==> src/hw/rtl/mip_level_box_downsampler_core_defines.svh <==
// assertion macros for the mip level box downsampler
`ifndef MIP_LEVEL_BOX_DOWNSAMPLER_CORE_DEFINES_SVH
`define MIP_LEVEL_BOX_DOWNSAMPLER_CORE_DEFINES_SVH

// implication check with reset disable
`define MLB_ASSERT_IMP(label, clk, rst_n, ante, cons, msg) \
    label: assert property (@(posedge clk) disable iff (!rst_n) (ante) |-> (cons)) \
        else $error(msg);

// next-cycle implication check with reset disable
`define MLB_ASSERT_NXT(label, clk, rst_n, ante, cons, msg) \
    label: assert property (@(posedge clk) disable iff (!rst_n) (ante) |=> (cons)) \
        else $error(msg);

`endif

==> src/hw/rtl/mlb_pkg.sv <==
// shared types and constants for the mip level box downsampler
`timescale 1ns / 1ps
package mlb_pkg;
    localparam int CHAN_W = 16;
    localparam int CFG_IDX_W = 2;
    localparam int CFG_DATA_W = 13;
    localparam int PROD_SUM_W = 35;
    localparam int ASUM_W = 18;
    localparam int DIV_CYC = 17;

    localparam logic [CFG_IDX_W-1:0] REG_SRC_WIDTH = 2'd0;
    localparam logic [CFG_IDX_W-1:0] REG_SRC_HEIGHT = 2'd1;
    localparam logic [CFG_IDX_W-1:0] REG_LAYOUT = 2'd2;
    localparam logic [CFG_IDX_W-1:0] REG_PREMUL = 2'd3;

    localparam logic [1:0] LAYOUT_GRAY = 2'd0;
    localparam logic [1:0] LAYOUT_GRAY_A = 2'd1;
    localparam logic [1:0] LAYOUT_RGB = 2'd2;
    localparam logic [1:0] LAYOUT_RGBA = 2'd3;

    localparam logic [1:0] PREMUL_OFF = 2'd0;
    localparam logic [1:0] PREMUL_MUL = 2'd1;

    localparam logic [PROD_SUM_W-1:0] PREMUL_DIV = 35'd262140;

    typedef struct packed {
        logic [CHAN_W-1:0] a;
        logic [CHAN_W-1:0] b;
        logic [CHAN_W-1:0] c;
        logic [CHAN_W-1:0] d;
    } t_pix;

    typedef struct packed {
        logic [CHAN_W-1:0] out_a;
        logic [CHAN_W-1:0] out_b;
        logic [CHAN_W-1:0] out_c;
        logic [CHAN_W-1:0] out_d;
        logic row_end;
        logic frame_end;
    } t_res;

    typedef struct packed {
        logic       has_alpha;
        logic       alpha_hi;
        logic       rgb;
        logic [1:0] mode;
        logic       row_end;
        logic       frame_end;
    } t_ctl;

    typedef enum logic [1:0] {
        ST_TAKE,
        ST_LOAD,
        ST_DIV,
        ST_SEND
    } t_state;
endpackage

==> src/hw/rtl/mlb_merge.sv <==
// merges lane results with the alpha average into the output register
`timescale 1ns / 1ps
module mlb_merge (
    input  logic i_clk,
    input  logic i_rst_n,
    input  logic i_load,
    input  mlb_pkg::t_ctl i_ctl,
    input  logic [mlb_pkg::CHAN_W-1:0] i_lane0,
    input  logic [mlb_pkg::CHAN_W-1:0] i_lane1,
    input  logic [mlb_pkg::CHAN_W-1:0] i_lane2,
    input  logic [mlb_pkg::CHAN_W-1:0] i_alpha,
    input  logic i_ready,
    output logic o_valid,
    output mlb_pkg::t_res o_res
);
    mlb_pkg::t_res n_res;

    always_comb begin
        n_res = '0;
        n_res.out_a = i_lane0;
        n_res.row_end = i_ctl.row_end;
        n_res.frame_end = i_ctl.frame_end;
        if (i_ctl.rgb) begin
            n_res.out_b = i_lane1;
            n_res.out_c = i_lane2;
            if (i_ctl.has_alpha) n_res.out_d = i_alpha;
        end else if (i_ctl.has_alpha) begin
            n_res.out_b = i_alpha;
        end
    end

    always_ff @(posedge i_clk) begin
        if (!i_rst_n) begin
            o_valid <= 1'b0;
        end else if (i_load) begin
            o_valid <= 1'b1;
        end else if (i_ready) begin
            o_valid <= 1'b0;
        end
    end

    always_ff @(posedge i_clk) begin
        if (i_load) o_res <= n_res;
    end
endmodule

==> config.mk <==
export PLATFORM = sky130hd
export DESIGN_NAME = mlb_merge
export DESIGN_NICKNAME = d
export VERILOG_FILES = /design/src/hw/rtl/mip_level_box_downsampler_core_defines.svh /design/src/hw/rtl/mlb_pkg.sv /design/src/hw/rtl/mlb_merge.sv
export SDC_FILE = /design/constraint.sdc
export NUM_CORES = 1
export LEC_CHECK = 0
export ABC_CLOCK_PERIOD_IN_PS = 850
export BUFFER_PORTS_ARGS = -buffer_cell sky130_fd_sc_hd__buf_2
export CAP_MARGIN = 20
export CORE_MARGIN = 2
export CORE_UTILIZATION = 43
export CTS_CLUSTER_DIAMETER = 150
export DETAILED_ROUTE_END_ITERATION = 8
export HOLD_SLACK_MARGIN = 0.05
export PLACE_DENSITY = 0.78
export SLEW_MARGIN = 5
export SYNTH_ARGS = -nofsm -noshare
export SYNTH_HDL_FRONTEND = slang
export SYNTH_SLANG_ARGS = --single-unit
==> constraint.sdc <==
create_clock -name i_clk -period 0.85 [get_ports i_clk]
set_clock_uncertainty 0.05 [all_clocks]
set_input_delay 0.0425 -clock i_clk [delete_from_list [all_inputs] [get_ports i_clk]]
set_output_delay 0.0425 -clock i_clk [all_outputs]
set_load 0.005 [all_outputs]
==> results.sh <==
export IMPL_cp_data_arrival_time_ns=0.88
export IMPL_dp_hpwl_mm=3.79
export IMPL_setup_tns_final_ns=-4.84
export IMPL_min_delay_start="i_lane1[15]"
export IMPL_antenna_found_initial=0
export IMPL_drv_cap=0
export IMPL_worst_pin_slew_ns=0.165
export IMPL_die_area_um2=6450
export IMPL_r2r_start="o_valid"
export IMPL_diodes=0
export IMPL_hold_buffers=66
export IMPL_seqPwrFrac_pct=51.0
export IMPL_power_density_nw_per_um2=1870
export IMPL_fin_crit_ns=0.975
export IMPL_path_delay_family="flip-flops"
export IMPL_firstDrtPassIters=6
export IMPL_yosysWarningCount=0
export IMPL_drc=0
export IMPL_finalInstanceArea_um2=4190
export IMPL_vias=2036
export IMPL_violations="negative hold slack, negative setup slack"
export IMPL_grt_ovfl_total=0
export IMPL_crit_buf_inv=1
export IMPL_holdPathEnd="o_res[49]"
export IMPL_placed_cells=361
export IMPL_rr_endpoint="o_valid"
export IMPL_worstHoldPathCells=2
export IMPL_switching_share_pct=21.4
export IMPL_cts_htree_levels=3
export IMPL_crit_type="flop to primary output"
export IMPL_combPwrFrac_pct=12.7
export IMPL_die_w_um=80.3
export IMPL_setup_ws_ns=-0.125
export IMPL_synth_top_area_share_pct=79.2
export IMPL_gp_congestion=0.672
export IMPL_clk_latency_ns=0.33
export IMPL_ios=142
export IMPL_rsz0062_at_grt="yes"
export IMPL_initial_core_util_pct=44.9
export IMPL_cts_buffers=9
export IMPL_grtUsageTotal_pct=21.2
export IMPL_cp_cell_sequence="buf_2"
export IMPL_clock_sinks=67
export IMPL_crit_slowest_cell="edfxtp_1"
export IMPL_fin_cells=443
export IMPL_postPlaceCellArea_um2=3310
export IMPL_ys_seq_elements=67
export IMPL_ys_types=15
export IMPL_ir_drop_mv=1.15
export IMPL_crit_path_max_incr_delay_ns=0.41
export IMPL_p_clk_share_pct=36.3
export IMPL_grt_pass1_wl_mm=9.85
export IMPL_routedWlPerCell_um=14.9
export IMPL_num_rows=27
export IMPL_hold_path_class="primary input to flop"
export IMPL_rr_worst_depth=2
export IMPL_wl_mm=6.62
export IMPL_drt_iter0_drc=116
export IMPL_synthTopCellsByArea="edfxtp_1 (79%), and2_1 (4.0%), and3_1 (4.0%)"
export IMPL_cts_tree="built"
export IMPL_clockRootBuffer="clkbuf_8"
export IMPL_cp_start_kind="flop"
export IMPL_seq_area_frac_synth_pct=80.0
export IMPL_netlist_area_um2=2500
export IMPL_crit_required_ns=0.76
export IMPL_vias_per_cell=4.60
export IMPL_coreArea_um2=5570
export IMPL_fmax_mhz=1030
export IMPL_intPower_mw=6.15
export IMPL_nNetsFinal=441
export IMPL_port_buffers=138
export IMPL_rrSetupSlack_ns=0.11
export IMPL_fin_crit_sh_pct=115
export IMPL_p_switching_mw=1.67
export IMPL_grt_max_degree=45
export IMPL_ant_nets=0
export IMPL_clockBufferDepth=2
export IMPL_area_growth_synth_to_final_pct=67.4
export IMPL_path_max_fanout=1
export IMPL_syn_instance_count=154
export IMPL_setup_viol=69
export IMPL_clk_pin_slew_worst_paths_ns=0.07
export IMPL_drive_gt1_share_pct=43.7
export IMPL_hold_slack_ns=-0.0201
export IMPL_slew_headroom_pct=88.9
export IMPL_grt_pass1_vias=2110
export IMPL_status="finished with violations"
export IMPL_syn_nets=229
export IMPL_die_h_um=80.3
export IMPL_finalHoldViolations=1
export IMPL_syn_area_per_cell_um2=16.2
export IMPL_yosysTopAreaCell="edfxtp_1"
export IMPL_end_kind="primary output"
export IMPL_maxSlewViolCount=0
export IMPL_p_leak_nw=1.85
## cells in the final DEF (no fill, tap or decap), types with 2 or more instances in the layout
cell / instances
buf_2: 138
dlygate4sd3_1: 66
edfxtp_1: 66
nand2_1: 26
and2_1: 16
and3_1: 16
clkbuf_8: 9
o21ai_0: 8
o21ai_1: 5
buf_12: 5
a22o_1: 3
bufinv_16: 2
clkinvlp_4: 2
buf_4: 2
## cells in the mapped netlist (all sizes together)
cell type and instances:
o21a 1, buf 9, nand2 26, and3 16, edfxtp 66, nor2b 2
dfxtp 1, clkbuf 1, o21ai 13, a22o 3, and2 16
## state kept, by name, summed over array words and instances, names as in the netlist
name / count
o_valid: 1
o_res: 66
## cell type report
class	count	area, um^2
flip-flops and latches	67	2000
fillers	365	1390
well taps	72	90.1
multi-input cells	77	412
clock inverters	7	92.6
repair buffers	211	1470
clock buffers	9	124
## routing by layer
layer  GRT usage, %  share of wire [%]  vias up
met1           20.2                 35      943
met3           5.06                6.1       12
met4           11.0                2.0        0
li1               -                  -      987
met5              0                  0        -
met2           41.3                 56       94
## power groups by stage
stage               Sequential, mW  Clock (mW)  Combinational [mW]
global placement              4.04           0               0.731
global route                  4.01        3.08                1.09
finish                        3.99        2.84               0.997
floorplan                     4.10           0               0.173
CTS                           3.99        2.91               0.987
detailed placement            4.06           0               0.750
## cells by family after synthesis
group,after synthesis,share of synthesized area [%]
compound gates,17,3.95
buf+inv,10,3.55
flops,67,80.0
simple gates,60,12.5
## worst reg2reg max path: cells and delay by family, from the launching register on
| kind | cells | cell delay (ns) |
|---|---|---|
| flip-flops | 1 | 0.32 |
| AO/OA/AOI/OAI | 1 | 0.16 |
| AND/OR/NAND/NOR | 1 | 0.12 |
## worst max-delay path by stage
stage                     slack (ns)         to  cells after the start       from
final                          -0.13  o_res[18]                      1  o_res[18]
after global routing           -0.16  o_res[18]                      1  o_res[18]
after CTS                      -0.13  o_res[64]                      1  o_res[64]
after detailed placement       -0.02   o_res[8]                      3   i_ctl[4]
after global placement        -0.005  o_res[48]                      3   i_ctl[4]
after floorplan                 0.08  o_res[47]                      3   i_ctl[4]
## per-stage QoR
stage	worst slack [ns]	hold WS, ns	utilization [%]	total power, mW
6_report	-0.125	-0.0201	75.1	7.83
5_1_grt	-0.159	-0.0358	75.1	8.18
4_1_cts	-0.133	-0.0463	75.1	7.88
3_5_place_dp	-0.0178	0.171	59.4	4.81
3_3_place_gp	-0.00501	0.169	59.4	4.77
2_1_floorplan	0.0818	0.0914	-	4.27
## timing repair
action / 4_1_cts / 5_1_grt
resized for setup: 0 / 1
buffers inserted: 0 / 0
hold endpoints to repair: 67 / 2
endpoints found under the setup margin: 67 / 67
Power figures use the tool's default switching activity.
