<file path="config.mk">
export PLATFORM = sky130hd
export DESIGN_NAME = mlb_lane
export DESIGN_NICKNAME = d
export VERILOG_FILES = /design/src/hw/rtl/mip_level_box_downsampler_core_defines.svh /design/src/hw/rtl/mlb_pkg.sv /design/src/hw/rtl/mlb_lane.sv
export SDC_FILE = /design/constraint.sdc
export NUM_CORES = 2
export LEC_CHECK = 0
export ABC_AREA = 1
export BUFFER_PORTS_ARGS = -buffer_cell sky130_fd_sc_hd__clkbuf_2
export CORE_ASPECT_RATIO = 0.6
export CORE_MARGIN = 2
export CORE_UTILIZATION = 55
export DETAILED_ROUTE_END_ITERATION = 10
export PLACE_DENSITY = 0.7
export SLEW_MARGIN = 20
export SYNTH_ARGS = -nofsm -noshare
export SYNTH_HDL_FRONTEND = slang
export SYNTH_SLANG_ARGS = --single-unit
</file>
<file path="constraint.sdc">
create_clock -name i_clk -period 6.51 [get_ports i_clk]
set_clock_uncertainty 0.1 [all_clocks]
set_input_delay 0.651 -clock i_clk [delete_from_list [all_inputs] [get_ports i_clk]]
set_output_delay 0.651 -clock i_clk [all_outputs]
set_load 0.005 [all_outputs]
</file>
<file path="src/hw/rtl/mip_level_box_downsampler_core_defines.svh">
// assertion macros for the mip level box downsampler
`ifndef MIP_LEVEL_BOX_DOWNSAMPLER_CORE_DEFINES_SVH
`define MIP_LEVEL_BOX_DOWNSAMPLER_CORE_DEFINES_SVH

// implication check with reset disable
`define MLB_ASSERT_IMP(label, clk, rst_n, ante, cons, msg) \
    label: assert property (@(posedge clk) disable iff (!rst_n) (ante) |-> (cons)) \
        else $error(msg);

// next-cycle implication check with reset disable
`define MLB_ASSERT_NXT(label, clk, rst_n, ante, cons, msg) \
    label: assert property (@(posedge clk) disable iff (!rst_n) (ante) |=> (cons)) \
        else $error(msg);

`endif

</file>
<file path="src/hw/rtl/mlb_pkg.sv">
// shared types and constants for the mip level box downsampler
`timescale 1ns / 1ps
package mlb_pkg;
    localparam int CHAN_W = 16;
    localparam int CFG_IDX_W = 2;
    localparam int CFG_DATA_W = 13;
    localparam int PROD_SUM_W = 35;
    localparam int ASUM_W = 18;
    localparam int DIV_CYC = 17;

    localparam logic [CFG_IDX_W-1:0] REG_SRC_WIDTH = 2'd0;
    localparam logic [CFG_IDX_W-1:0] REG_SRC_HEIGHT = 2'd1;
    localparam logic [CFG_IDX_W-1:0] REG_LAYOUT = 2'd2;
    localparam logic [CFG_IDX_W-1:0] REG_PREMUL = 2'd3;

    localparam logic [1:0] LAYOUT_GRAY = 2'd0;
    localparam logic [1:0] LAYOUT_GRAY_A = 2'd1;
    localparam logic [1:0] LAYOUT_RGB = 2'd2;
    localparam logic [1:0] LAYOUT_RGBA = 2'd3;

    localparam logic [1:0] PREMUL_OFF = 2'd0;
    localparam logic [1:0] PREMUL_MUL = 2'd1;

    localparam logic [PROD_SUM_W-1:0] PREMUL_DIV = 35'd262140;

    typedef struct packed {
        logic [CHAN_W-1:0] a;
        logic [CHAN_W-1:0] b;
        logic [CHAN_W-1:0] c;
        logic [CHAN_W-1:0] d;
    } t_pix;

    typedef struct packed {
        logic [CHAN_W-1:0] out_a;
        logic [CHAN_W-1:0] out_b;
        logic [CHAN_W-1:0] out_c;
        logic [CHAN_W-1:0] out_d;
        logic row_end;
        logic frame_end;
    } t_res;

    typedef struct packed {
        logic       has_alpha;
        logic       alpha_hi;
        logic       rgb;
        logic [1:0] mode;
        logic       row_end;
        logic       frame_end;
    } t_ctl;

    typedef enum logic [1:0] {
        ST_TAKE,
        ST_LOAD,
        ST_DIV,
        ST_SEND
    } t_state;
endpackage

</file>
<file path="src/hw/rtl/mlb_lane.sv">
// one colour lane: quad sum, premultiplied sum and serial divide
`timescale 1ns / 1ps
module mlb_lane (
    input  logic i_clk,
    input  logic i_load,
    input  logic i_step,
    input  logic [1:0] i_mode,
    input  logic i_use_alpha,
    input  logic [mlb_pkg::CHAN_W-1:0] i_c0,
    input  logic [mlb_pkg::CHAN_W-1:0] i_c1,
    input  logic [mlb_pkg::CHAN_W-1:0] i_c2,
    input  logic [mlb_pkg::CHAN_W-1:0] i_c3,
    input  logic [mlb_pkg::CHAN_W-1:0] i_a0,
    input  logic [mlb_pkg::CHAN_W-1:0] i_a1,
    input  logic [mlb_pkg::CHAN_W-1:0] i_a2,
    input  logic [mlb_pkg::CHAN_W-1:0] i_a3,
    input  logic [mlb_pkg::PROD_SUM_W-1:0] i_divisor,
    output logic [mlb_pkg::CHAN_W-1:0] o_value
);
    localparam int PW = mlb_pkg::PROD_SUM_W;
    localparam int CW = mlb_pkg::CHAN_W;

    logic [2*CW-1:0] r_p0, r_p1, r_p2, r_p3;
    logic [PW-1:0] r_rem;
    logic [CW-1:0] r_quo;
    logic [CW-1:0] r_plain;
    logic r_div_used;
    logic [PW-1:0] n_rem_sh;
    logic [PW-1:0] n_sum;
    logic [PW-1:0] n_top;
    logic [CW+1:0] n_plain;

    assign n_plain = {2'b00, i_c0} + {2'b00, i_c1} + {2'b00, i_c2} + {2'b00, i_c3};
    assign n_sum = {3'b000, r_p0} + {3'b000, r_p1} + {3'b000, r_p2} + {3'b000, r_p3};
    // quotient fits 16 bits: start with the high part already reduced
    assign n_top = n_sum >> CW;
    assign n_rem_sh = {r_rem[PW-2:0], r_quo[CW-1]};

    always_ff @(posedge i_clk) begin
        if (i_load) begin
            r_p0 <= i_c0 * i_a0;
            r_p1 <= i_c1 * i_a1;
            r_p2 <= i_c2 * i_a2;
            r_p3 <= i_c3 * i_a3;
            r_plain <= n_plain[CW+1:2];
            r_div_used <= i_use_alpha && (i_mode != mlb_pkg::PREMUL_OFF);
            r_rem <= '0;
            r_quo <= '0;
        end else if (i_step) begin
            if (r_rem == '0 && r_quo == '0) begin
                r_rem <= n_top;
                r_quo <= n_sum[CW-1:0];
            end else if (n_rem_sh >= i_divisor) begin
                r_rem <= n_rem_sh - i_divisor;
                r_quo <= {r_quo[CW-2:0], 1'b1};
            end else begin
                r_rem <= n_rem_sh;
                r_quo <= {r_quo[CW-2:0], 1'b0};
            end
        end
    end

    assign o_value = !r_div_used ? r_plain : (i_divisor == '0) ? '0 : r_quo;
endmodule

</file>
==> qor.csv <==
stage;metric;value;unit
run_status;status;finished, final reports clean;
die;die height;238;um
synth;top cells by count, synth;1813 x inv_1, 1807 x nand2_1, 873 x fa_1, 499 x ha_1, 268 x clkbuf_1;
synth;Seq/Total Area, Yosys;0.107;
grt;first-pass GRT wire length;242;mm
grt;gr usage total;0.335;
synth;Mapped Nets;8200;
setup_path;Startpoint Class;input port;
place;DPL Wire Length;131;mm
cts;CTS Hold Bufs;0;
cts;CTS sink cnt;196;
cts;Post-CTS Resized;0;
grt;initial antenna violation count;3;
sta;Relative slew margins;0.378;
synth;#FFs+latches synth;196;
routing;Initial DRT Pass Iterations;6;
die;core area;90200;um^2
hold_path;hold crit path type;register to register;
hold_path;startpoint of the worst hold path;r_rem[34];
sta;Pins Over Slew Limit;0;
routing;Via-to-Cell Ratio;5.35;
grt;total gr overflow;0;
synth;synth top area cells;fa_1 35%, inv_1 14%, nand2_1 13%;
cts;Root Buffer;clkbuf_16;
die;Ports;185;
cts;H-tree depth;4;
sta;Final setup viols;0;
setup_path;largest fanout on the critical path;12;
die;Starting Density;0.559;
synth;mapped cell area;50400;um^2
synth;share of the synthesized area in the top cell type;0.347;
sta;worst hold margin;374;ps
routing;drt drc;0;
setup_path;worst reg2reg startpoint;r_p0[1];
routing;final WL;154;mm
setup_path;launch point of the worst path;i_a1[3];
synth;Post-synth EDFFs;145;
sta;final setup TNS;0;ps
routing;met1 wire length;68.9;mm
final_layout;number of nets in the layout;8229;
die;# rows;85;
sta;Worst Max-Slew Pin Slew;933;ps
setup_path;Required @ worst endpoint;6650;ps
sta;final hold violations;0;
job;max_cap viols;0;
grt;vias in the first global route;42174;
cts;CTS tree;yes;
routing;Avg WL per Cell;19.4;um
routing;DRT iter0 DRCs;4210;
final_layout;area added between synthesis and finish;5.53;%
routing;met3 WL;19.3;mm
sta;RSZ-0062 raised after global routing;false;
place;I/O Buffers;184;
cts;CTS clk-pin slew, worst paths;80;ps
synth;synth warn;0;
die;die span in x;395;um
cts;setup bufs post-CTS;0;
setup_path;crit path kind;input port to register;
final_layout;fraction of final layout cells sized beyond drive strength 1;0.0531;
routing;top sig layer;met4;
sta;Tcrit/Tclk final;0.916;
die;die area;94100;um^2
synth;Yosys top cell by area;fa_1;
cts;clk_lat worst skew;490;ps
synth;Top FF cell, synth;edfxtp_1;
place;global placer's final weighted congestion;1.03;
routing;Routed Antenna Nets;0;
routing;DR vias;42415;
routing;WL met2;61.9;mm
sta;FMAX;168;MHz
cts;CTS Buf Count;17;
grt;largest net degree at the start of global routing;125;
synth;syn_area_per_cell;7.57;um^2
setup_path;CP endpoint kind;register;
cts;Clock Tree Buf Depth;2;
synth;Netlist cell types;54;
final_layout;Fill cells;8378;
sta;final worst path period need;5960;ps
setup_path;Critical Path AT;6110;ps
synth;most common cell in the netlist;inv_1;
synth;post-synthesis async set-or-reset flop share;0;
synth;Post-Synthesis Cells;6659;
layout make-up:
cell class | count | area [um^2] | area share
Multi-Input combinational cell | 4366 | 37100 | 0.698
Inverter | 1816 | 6820 | 0.128
Sequential cell | 196 | 5380 | 0.101
Timing Repair Buffer | 291 | 1740 | 0.0328
Tap cell | 1218 | 1520 | 0.0287
Clock buffer | 18 | 429 | 0.00807
Clock inverter | 14 | 163 | 0.00306
Antenna cell | 2 | 5.00 | 0.0000941
path summary, 6_finish.rpt:
path,endpoint,slack (ps),cells past startpoint
max,r_p1[27],550,22
max reg2reg,r_rem[9],2310,16
min reg2reg,r_rem[34],370,2
min,r_rem[34],370,2
sequential cells by signal (all words and copies together) (netlist names):
signal	flops
r_p1	32
r_p2	32
r_p0	32
r_quo	16
r_rem	35
r_div_used	1
r_p3	32
r_plain	16
critical path: stages:
cell and delay, ps:
clkbuf_2 350, buf_4 240, nand2_1 80, fa_1 470, fa_1 550, inv_1 50, fa_1 480, fa_1 520
fa_1 510, inv_1 50, fa_1 480, inv_1 50, ha_1 360, a21oi_1 200, o21ai_0 150, a21oi_1 230
nand3_1 210, a21o_1 230, nand2_1 90, nand2_1 50, nand2_1 50, nand2_1 40
placed cells by master (no fill, tap or decap), types with 7 or more instances in the layout:
| cell | n |
|---|---|
| inv_1 | 1813 |
| nand2_1 | 1807 |
| fa_1 | 873 |
| ha_1 | 499 |
| a21oi_1 | 234 |
| nor2_1 | 234 |
| nand3_1 | 215 |
| clkbuf_2 | 183 |
| edfxtp_1 | 145 |
| o21ai_0 | 121 |
| buf_4 | 106 |
| xor2_1 | 92 |
| dfxtp_1 | 51 |
| nand4_1 | 50 |
| xnor2_1 | 48 |
| nor3_1 | 33 |
| o21bai_1 | 23 |
| o211ai_1 | 17 |
| a21o_1 | 17 |
| clkbuf_16 | 17 |
| a31oi_1 | 13 |
| o21ai_1 | 9 |
| nor2_2 | 8 |
| nand3b_1 | 8 |
| o21a_1 | 7 |
| nor4_1 | 7 |
| nand2_2 | 7 |
cells by family after synthesis:
group / share of synthesized area
fa+ha+maj: 0.471
buf+inv: 0.157
xor+xnor: 0.0243
simple gates: 0.190
compound gates: 0.0511
flops: 0.107
per-stage QoR:
step	cell area [um^2]	utilization	std cells	worst slack (ps)
CTS	53200	0.589	7919	650
global placement	52600	0.583	7887	171
detailed placement	52600	0.583	7887	144
floorplan	50400	-	6659	487
finish	53200	0.590	7921	547
global route	53200	0.590	7921	251
metal layers:
metal / up-vias / track usage
met2: 2045 / 0.475
met4: 0 / 0.0754
met1: 20591 / 0.502
li1: 19587 / -
met5: - / 0
met3: 192 / 0.101
Power is not shown: default switching activity piles up to over one toggle a cycle in this logic, so the estimate is an artifact.
